$ cat config.mk
export PLATFORM = sky130hd
export DESIGN_NAME = press_stroke_sequencer
export DESIGN_NICKNAME = d
export VERILOG_FILES = /design/src/hw/rtl/pss_pkg.sv /design/src/hw/rtl/pss_step.sv /design/src/hw/rtl/press_stroke_sequencer.sv
export SDC_FILE = /design/constraint.sdc
export NUM_CORES = 1
export LEC_CHECK = 0
export BUFFER_PORTS_ARGS = -buffer_cell sky130_fd_sc_hd__buf_2
export CAP_MARGIN = 10
export CORE_ASPECT_RATIO = 1.1
export CORE_MARGIN = 2
export CORE_UTILIZATION = 30
export DETAILED_ROUTE_END_ITERATION = 8
export GPL_TIMING_DRIVEN = 0
export PLACE_DENSITY_LB_ADDON = 0.12
export RECOVER_POWER = 50
export SYNTH_ARGS = -nofsm -noshare
export SYNTH_HDL_FRONTEND = slang
export SYNTH_SLANG_ARGS = --single-unit
$ cat constraint.sdc
create_clock -name clk -period 7.89 [get_ports clk]
set_clock_uncertainty 0.05 [all_clocks]
set_input_delay 0.3945 -clock clk [delete_from_list [all_inputs] [get_ports clk]]
set_output_delay 0.3945 -clock clk [all_outputs]
set_load 0.005 [all_outputs]
$ cat src/hw/rtl/pss_pkg.sv
`timescale 1ns / 1ps

package pss_pkg;

	localparam int CntW   = 16;
	localparam int CurW   = 12;
	localparam int StatW  = 3;
	localparam int KindW  = 2;
	localparam int CfgIdxW = 1;
	localparam int CfgDataW = 16;

	typedef enum logic [1:0] {
		PH_IDLE  = 2'd0,
		PH_PRESS = 2'd1,
		PH_AFTER = 2'd2,
		PH_RAISE = 2'd3
	} phase_t;

	localparam logic [StatW-1:0] ST_OK            = 3'd0;
	localparam logic [StatW-1:0] ST_RAISE_TIMEOUT = 3'd1;
	localparam logic [StatW-1:0] ST_OVERCURRENT   = 3'd2;
	localparam logic [StatW-1:0] ST_PRESS_TIMEOUT = 3'd3;
	localparam logic [StatW-1:0] ST_AFTER_TIMEOUT = 3'd4;

	localparam logic [KindW-1:0] KIND_TICK  = 2'd0;
	localparam logic [KindW-1:0] KIND_PRESS = 2'd1;
	localparam logic [KindW-1:0] KIND_RAISE = 2'd2;

	localparam logic [CfgIdxW-1:0] CFG_TIMEOUT = 1'd0;
	localparam logic [CfgIdxW-1:0] CFG_LIMIT   = 1'd1;

	localparam logic [CntW-1:0] TIMEOUT_RST = 16'd300;
	localparam logic [CurW-1:0] LIMIT_RST   = 12'd2866;

	typedef struct packed {
		phase_t            phase;
		logic [CntW-1:0]   cnt;
		logic [StatW-1:0]  held;
	} seq_state_t;

	typedef struct packed {
		logic [1:0]        phase;
		logic [StatW-1:0]  status;
		logic              done;
		logic              busy;
		logic              drive_up;
		logic              drive_down;
	} seq_res_t;

endpackage

$ cat src/hw/rtl/pss_step.sv
`timescale 1ns / 1ps

module pss_step (
	input  pss_pkg::seq_state_t          cur,
	input  logic [pss_pkg::KindW-1:0]    kind,
	input  logic [pss_pkg::CurW-1:0]     current_sample,
	input  logic                         lower_switch,
	input  logic                         upper_switch,
	input  logic [pss_pkg::CntW-1:0]     timeout_ticks,
	input  logic [pss_pkg::CurW-1:0]     current_limit,
	output pss_pkg::seq_state_t          nxt,
	output pss_pkg::seq_res_t            res
);

	logic                       critical;
	logic [pss_pkg::CntW-1:0]   cnt_inc;
	logic                       out_of_ticks;
	logic                       done;
	logic [pss_pkg::StatW-1:0]  status;

	assign critical     = current_sample >= current_limit;
	assign cnt_inc      = (cur.cnt == '1) ? cur.cnt : cur.cnt + 1'b1;
	assign out_of_ticks = cnt_inc >= timeout_ticks;

	always_comb begin
		nxt    = cur;
		done   = 1'b0;
		status = pss_pkg::ST_OK;
		if (kind == pss_pkg::KIND_PRESS) begin
			if (cur.phase == pss_pkg::PH_IDLE) begin
				nxt.phase = pss_pkg::PH_PRESS;
				nxt.cnt   = '0;
				nxt.held  = pss_pkg::ST_OK;
			end
		end else if (kind == pss_pkg::KIND_RAISE) begin
			if (cur.phase == pss_pkg::PH_IDLE) begin
				nxt.phase = pss_pkg::PH_RAISE;
				nxt.cnt   = '0;
				nxt.held  = pss_pkg::ST_OK;
			end
		end else if (kind == pss_pkg::KIND_TICK && cur.phase != pss_pkg::PH_IDLE) begin
			nxt.cnt = cnt_inc;
			unique case (cur.phase)
				pss_pkg::PH_PRESS: begin
					// lower switch wins over overcurrent and timeout: no error is held, but overcurrent still raises
					if (lower_switch) begin
						nxt.cnt   = '0;
						nxt.phase = critical ? pss_pkg::PH_RAISE : pss_pkg::PH_AFTER;
					end else if (critical) begin
						nxt.phase = pss_pkg::PH_RAISE;
						nxt.cnt   = '0;
						nxt.held  = pss_pkg::ST_OVERCURRENT;
					end else if (out_of_ticks) begin
						nxt.phase = pss_pkg::PH_RAISE;
						nxt.cnt   = '0;
						nxt.held  = pss_pkg::ST_PRESS_TIMEOUT;
					end
				end
				pss_pkg::PH_AFTER: begin
					if (critical) begin
						nxt.phase = pss_pkg::PH_RAISE;
						nxt.cnt   = '0;
					end else if (out_of_ticks) begin
						nxt.phase = pss_pkg::PH_RAISE;
						nxt.cnt   = '0;
						nxt.held  = pss_pkg::ST_AFTER_TIMEOUT;
					end
				end
				pss_pkg::PH_RAISE: begin
					if (upper_switch || out_of_ticks) begin
						done = 1'b1;
						// earlier error takes precedence over the raise result
						if (cur.held != pss_pkg::ST_OK)
							status = cur.held;
						else if (out_of_ticks)
							status = pss_pkg::ST_RAISE_TIMEOUT;
						nxt.phase = pss_pkg::PH_IDLE;
						nxt.cnt   = '0;
						nxt.held  = pss_pkg::ST_OK;
					end
				end
				default: begin
					nxt = cur;
				end
			endcase
		end
	end

	always_comb begin
		res.drive_down = (nxt.phase == pss_pkg::PH_PRESS) || (nxt.phase == pss_pkg::PH_AFTER);
		res.drive_up   = nxt.phase == pss_pkg::PH_RAISE;
		res.busy       = nxt.phase != pss_pkg::PH_IDLE;
		res.done       = done;
		res.status     = status;
		res.phase      = nxt.phase;
	end

endmodule

$ cat src/hw/rtl/press_stroke_sequencer.sv
`timescale 1ns / 1ps

// Press stroke sequencer.
// Input stream (s_axis): one transfer per command or sample tick. tuser holds
// the kind (tick, start press, start raise); tdata holds the current sample
// and both limit switches. Output stream (m_axis): exactly one transfer per
// input transfer, carrying the drive outputs, phase, and on the transfer that
// ends a raise the done flag and the stroke status.
// Each item passes through the input register, then the result register.
// Throughput is one item per cycle while the receiver keeps up, set by the
// single step of the phase/counter update between the two registers.
// The result register is loaded whenever it is empty or being taken; when the
// receiver stalls, one result waits in the result register, one more item
// parks in the input register and then s_axis_tready drops.
// Reset clears the phase to idle, the tick counter and held error to zero,
// and loads timeout 300 and current limit 2866. Configuration is written
// through cfg_we/cfg_addr/cfg_wdata (0 timeout ticks, 1 current limit).
module press_stroke_sequencer (
	input  logic                            clk,
	input  logic                            arst_n,
	input  logic                            cfg_we,
	input  logic [pss_pkg::CfgIdxW-1:0]     cfg_addr,
	input  logic [pss_pkg::CfgDataW-1:0]    cfg_wdata,
	input  logic                            s_axis_tvalid,
	output logic                            s_axis_tready,
	// [11:0] current_sample, [12] lower_switch, [13] upper_switch
	input  logic [15:0]                     s_axis_tdata,
	// [1:0] kind
	input  logic [1:0]                      s_axis_tuser,
	output logic                            m_axis_tvalid,
	input  logic                            m_axis_tready,
	// [0] drive_down, [1] drive_up, [2] busy_res, [3] done_res,
	// [6:4] status, [8:7] phase
	output logic [15:0]                     m_axis_tdata
);

	logic [pss_pkg::CntW-1:0]   timeout_q;
	logic [pss_pkg::CurW-1:0]   limit_q;
	pss_pkg::seq_state_t        state_q;
	pss_pkg::seq_state_t        state_nxt;
	pss_pkg::seq_res_t          res_nxt;

	logic                       vld_s1;
	logic [pss_pkg::KindW-1:0]  kind_s1;
	logic [pss_pkg::CurW-1:0]   sample_s1;
	logic                       lower_s1;
	logic                       upper_s1;

	logic                       vld_s2;
	pss_pkg::seq_res_t          res_s2;

	logic                       advance;

	assign advance       = vld_s1 && (!vld_s2 || m_axis_tready);
	assign s_axis_tready = !vld_s1 || advance;

	always_ff @(posedge clk or negedge arst_n) begin
		if (!arst_n) begin
			timeout_q <= pss_pkg::TIMEOUT_RST;
			limit_q   <= pss_pkg::LIMIT_RST;
		end else if (cfg_we) begin
			unique case (cfg_addr)
				pss_pkg::CFG_TIMEOUT: timeout_q <= cfg_wdata;
				pss_pkg::CFG_LIMIT:   limit_q   <= cfg_wdata[pss_pkg::CurW-1:0];
				default:              timeout_q <= timeout_q;
			endcase
		end
	end

	// input register
	always_ff @(posedge clk or negedge arst_n) begin
		if (!arst_n) begin
			vld_s1 <= 1'b0;
		end else if (s_axis_tready) begin
			vld_s1 <= s_axis_tvalid;
		end
	end

	always_ff @(posedge clk) begin
		if (s_axis_tready && s_axis_tvalid) begin
			kind_s1   <= s_axis_tuser;
			sample_s1 <= s_axis_tdata[pss_pkg::CurW-1:0];
			lower_s1  <= s_axis_tdata[12];
			upper_s1  <= s_axis_tdata[13];
		end
	end

	pss_step u_step (
		.cur            (state_q),
		.kind           (kind_s1),
		.current_sample (sample_s1),
		.lower_switch   (lower_s1),
		.upper_switch   (upper_s1),
		.timeout_ticks  (timeout_q),
		.current_limit  (limit_q),
		.nxt            (state_nxt),
		.res            (res_nxt)
	);

	always_ff @(posedge clk or negedge arst_n) begin
		if (!arst_n) begin
			state_q.phase <= pss_pkg::PH_IDLE;
			state_q.cnt   <= '0;
			state_q.held  <= pss_pkg::ST_OK;
		end else if (advance) begin
			state_q <= state_nxt;
		end
	end

	// result register
	always_ff @(posedge clk or negedge arst_n) begin
		if (!arst_n) begin
			vld_s2 <= 1'b0;
		end else if (!vld_s2 || m_axis_tready) begin
			vld_s2 <= vld_s1;
		end
	end

	always_ff @(posedge clk) begin
		if (advance) begin
			res_s2 <= res_nxt;
		end
	end

	assign m_axis_tvalid = vld_s2;
	assign m_axis_tdata  = {7'd0, res_s2};

`ifndef NO_ASSERTIONS
	a_idle_clean: assert property (@(posedge clk) disable iff (!arst_n)
		state_q.phase == pss_pkg::PH_IDLE |-> state_q.cnt == '0 && state_q.held == pss_pkg::ST_OK)
		else $error("idle phase with stale counter or held error");

	a_held_only_raise: assert property (@(posedge clk) disable iff (!arst_n)
		state_q.held != pss_pkg::ST_OK |-> state_q.phase == pss_pkg::PH_RAISE)
		else $error("held error outside raise phase");

	a_done_idle: assert property (@(posedge clk) disable iff (!arst_n)
		vld_s2 && res_s2.done |-> !res_s2.busy && res_s2.phase == pss_pkg::PH_IDLE)
		else $error("done result while still busy");

	a_state_hold: assert property (@(posedge clk) disable iff (!arst_n)
		!advance |=> state_q == $past(state_q))
		else $error("sequencer state moved without a transfer");

	a_res_hold: assert property (@(posedge clk) disable iff (!arst_n)
		vld_s2 && !m_axis_tready |=> vld_s2 && $stable(res_s2))
		else $error("stalled result changed");
`endif

endmodule

==> Implementation_results.wiki <==
{| class="wikitable"
! Metric !! Value
|-
| Slack of the worst reg-to-reg path || 3020 ps
|-
| Diodes inserted || 0
|-
| Synthesized area per cell || 10.36 sq um
|-
| Number of buffers inserted by post-CTS setup repair || 0
|-
| Pleak || 2.337 nW
|-
| Vias per inst || 4.647
|-
| Total Neg Setup Slack || 0 ps
|-
| CTS tree || yes
|-
| RePlAce Congestion || 0.8456
|-
| Failing checks || capacitance limit, slew limit
|-
| Initial DRC count || 83
|-
| Run status || complete, but fails checks
|-
| Highest clock frequency the design can meet || 0.2055 GHz
|-
| Synth async-reset ratio || 0.6711
|-
| Type of the worst min-delay path || in2reg
|-
| Total Wirelength || 9.031 mm
|-
| Maximum clock path buffer count || 2
|-
| Share of post-route cells with drive strength above 1 || 0.2263
|-
| Final number of max-transition violations || 38
|-
| Root buffer cell || sky130_fd_sc_hd__clkbuf_16
|-
| Placeable core region || 13910 sq um
|-
| Commonest cells after routing, fill and taps aside || 56 x sky130_fd_sc_hd__nand2_1, 46 x sky130_fd_sc_hd__buf_2, 41 x sky130_fd_sc_hd__inv_1, 41 x sky130_fd_sc_hd__dfrtp_1, 34 x sky130_fd_sc_hd__ha_1
|-
| Worst Setup End Kind || flop
|-
| Number of nets still failing antenna checks after routing || 0
|-
| Filler cell count || 1431
|-
| Category of the critical setup timing path || reg2reg
|-
| Endpoint required time on the critical path || 7930 ps
|-
| Final critical path time including I/O delays and setup || 4866 ps
|-
| Number of cells on the worst reg-to-reg path || 17
|-
| Congestion Overflow GR || 0
|-
| Drt pass-1 iters || 4
|-
| Power density relative to cell area || 231.2 nW/um^2
|-
| CTS HTree Levels || 3
|-
| Sequential cell area fraction in the yosys report || 0.4756
|-
| Post-Syn Area || 4288 sq um
|-
| Count of vias placed by the detailed router || 3132
|-
| Total Nets Final || 555
|-
| Critical Path Start Type || flop
|-
| Post-Syn Instances || 414
|-
| Number of global-route vias before repair || 3108
|-
| All-Layer GR Usage || 0.1262
|-
| DP Wirelength || 7.005 mm
|-
| Final worst hold slack || 178.3 ps
|-
| Count of standard-cell rows || 45
|-
| Initial Util || 0.3083
|-
| Count of synthesis-stage warnings from yosys || 0
|-
| Number of failing hold endpoints at the final stage || 0
|-
| Setup-failing EPs final || 0
|-
| Relative area change from synthesis to final layout || 19.87%
|-
| Setup repair after global routing missed its margin || no
|-
| Quantity of gates resized following cts || 0
|-
| Wire length per cell || 13.40 um
|-
| Hold path startpoint || s_axis_tdata[1]
|-
| # DRC || 0
|-
| Number of buffers inserted during clock tree synthesis || 9
|-
| Arrival time reported for the critical path endpoint || 4900 ps
|-
| Synth unique cells || 58
|-
| Cell depth of the worst hold path || 1
|-
| CP max FO || 8
|-
| Die Span X || 118.0 um
|-
| Area of placed instances || 4806 sq um
|-
| Actual slew at the worst max-slew pin || 2047 ps
|-
| Number of antenna violations at the first check in global routing || 0
|-
| Number of port buffers || 48
|-
| Most common cell after layout, fill and taps aside || sky130_fd_sc_hd__nand2_1
|-
| Maximum VDD drop || 0.1046 mV
|-
| Post-Layout Inst Area || 5140 sq um
|-
| Worst max-slew margin expressed relative to the limit || -0.3650
|-
| Tot Pwr || 1.189 mW
|-
| Worst reg2reg path startpoint || state_q[7]
|-
| Max-cap violations || 1
|-
| Sinks on the clock net || 76
|-
| Capture point of the worst reg-to-reg path || m_axis_tdata[0]
|-
| Clock transition time at the flip-flop clock pins of the worst setup and hold paths || 60 ps
|-
| Latest clock arrival within the worst-skew pair || 340 ps
|-
| Hold-critical path endpoint || sample_s1[1]
|-
| Number of enable flip-flop cells after synthesis || 25
|-
| Die outline height || 129.4 um
|-
| Boundary pin count || 58
|-
| Total Die Area || 15270 sq um
|-
| Ys flop type || sky130_fd_sc_hd__dfrtp_1
|-
| Wire length of the first global-routing pass || 15.04 mm
|-
| Maximum number of pins on one net before global-route repair || 38
|-
| Post-route fraction of the period consumed by the critical path || 0.6167
|-
| Flip-flop and latch count after synthesis || 76
|}
-- per-stage QoR --
step | setup slack, ps | instances | utilization
2_1_floorplan | 4021 | 420 | -
3_3_place_gp | 2971 | 656 | 0.3441
3_5_place_dp | 2987 | 657 | 0.3456
4_1_cts | 2951 | 674 | 0.3709
5_1_grt | 2704 | 674 | 0.3696
6_report | 3024 | 674 | 0.3696
-- state kept, by name (all words and copies together) (netlist names) --
register	count
state_q	21
timeout_q	16
limit_q	12
sample_s1	12
m_axis_tdata	9
kind_s1	2
lower_s1	1
m_axis_tvalid	1
upper_s1	1
vld_s1	1
-- how the worst max path moves through the flow --
stage	startpoint	slack [ps]	to
2_1_floorplan	state_q[7]	4020	m_axis_tdata[0]
6_report	state_q[7]	3020	m_axis_tdata[0]
3_5_place_dp	state_q[7]	2990	m_axis_tdata[0]
5_1_grt	state_q[7]	2700	m_axis_tdata[0]
3_3_place_gp	state_q[7]	2970	m_axis_tdata[0]
4_1_cts	state_q[7]	2950	m_axis_tdata[0]
-- power by group --
part	total, mW	leakage (nW)	internal [mW]	switching, mW
registers	0.488	0.874	0.465	0.0229
clock network	0.467	0.169	0.305	0.162
logic	0.233	1.29	0.103	0.130
-- critical path, cell delays in order, from the launching register on --
cell                        delay [ps]
sky130_fd_sc_hd__dfrtp_1           330
sky130_fd_sc_hd__clkbuf_1          250
sky130_fd_sc_hd__and4_1            310
sky130_fd_sc_hd__nand4_1           190
sky130_fd_sc_hd__nor2_1            340
sky130_fd_sc_hd__nor2_1            170
sky130_fd_sc_hd__nand4_1           140
sky130_fd_sc_hd__xor2_1            230
sky130_fd_sc_hd__inv_1              70
sky130_fd_sc_hd__ha_1              290
sky130_fd_sc_hd__nand3_1            90
sky130_fd_sc_hd__a211oi_1          100
sky130_fd_sc_hd__a2111oi_1         680
sky130_fd_sc_hd__o211ai_1          350
sky130_fd_sc_hd__a41oi_1           420
sky130_fd_sc_hd__o31ai_1           130
sky130_fd_sc_hd__and3_1            200
sky130_fd_sc_hd__ha_1              280
-- cell usage after synthesis (all sizes together), types with 4 or more instances --
| cell type | number | area [sq um] |
|---|---|---|
| nand3 | 7 | 35.03 |
| clkbuf | 8 | 30.03 |
| dfstp | 10 | 262.8 |
| nand2 | 56 | 210.2 |
| nand2b | 13 | 88.83 |
| or3 | 6 | 37.54 |
| nor3 | 4 | 20.02 |
| o21ai | 35 | 175.2 |
| and4 | 5 | 43.79 |
| a21o | 6 | 45.04 |
| nand4 | 9 | 56.30 |
| and3 | 5 | 31.28 |
| buf | 8 | 63.81 |
| dfrtp | 41 | 1026 |
| mux2 | 17 | 191.4 |
| and2 | 6 | 37.54 |
| edfxtp | 25 | 750.7 |
| a21oi | 14 | 70.07 |
| nor2 | 17 | 66.32 |
| inv | 41 | 153.9 |
| xor2 | 4 | 35.03 |
| ha | 34 | 425.4 |
-- routing by layer --
layer	wire [um]	track usage	part of all wire	vias to the layer above
li1	-	-	-	1584
met1	4118	0.1552	0.46	1470
met2	4335	0.2120	0.48	69
met3	429	0.03477	0.048	9
met4	147	0.04961	0.016	0
met5	0	0	0	-
-- layout make-up --
type,count,area (sq um),area share
inverter,41,153.9,0.02994
timing repair buffer,50,251.5,0.04893
sequential,76,2039,0.3968
clock inverter,5,78.83,0.01534
tap,188,235.2,0.04576
multi-input combinational,287,2023,0.3936
buffer,16,93.84,0.01826
clock buffer,11,264.0,0.05136
-- logic make-up (layout without fill, tap and decap cells) --
group,count (synthesis),in the layout,synth area share
AO/OA/AOI/OAI,80,80,0.1319
XOR/XNOR,7,7,0.01430
adder cells (fa/ha/maj),34,34,0.09921
buffers and inverters,57,123,0.05778
flip-flops,76,76,0.4756
multiplexers,19,19,0.04931
other,1,7,0.0008746
AND/OR/NAND/NOR,140,140,0.1710
-- repair_timing --
action                                  CTS  global route
endpoints found under the hold margin    14             0
hold buffers                              1             0
endpoints found under the setup margin    0             0
Power figures use the tool's default switching activity.
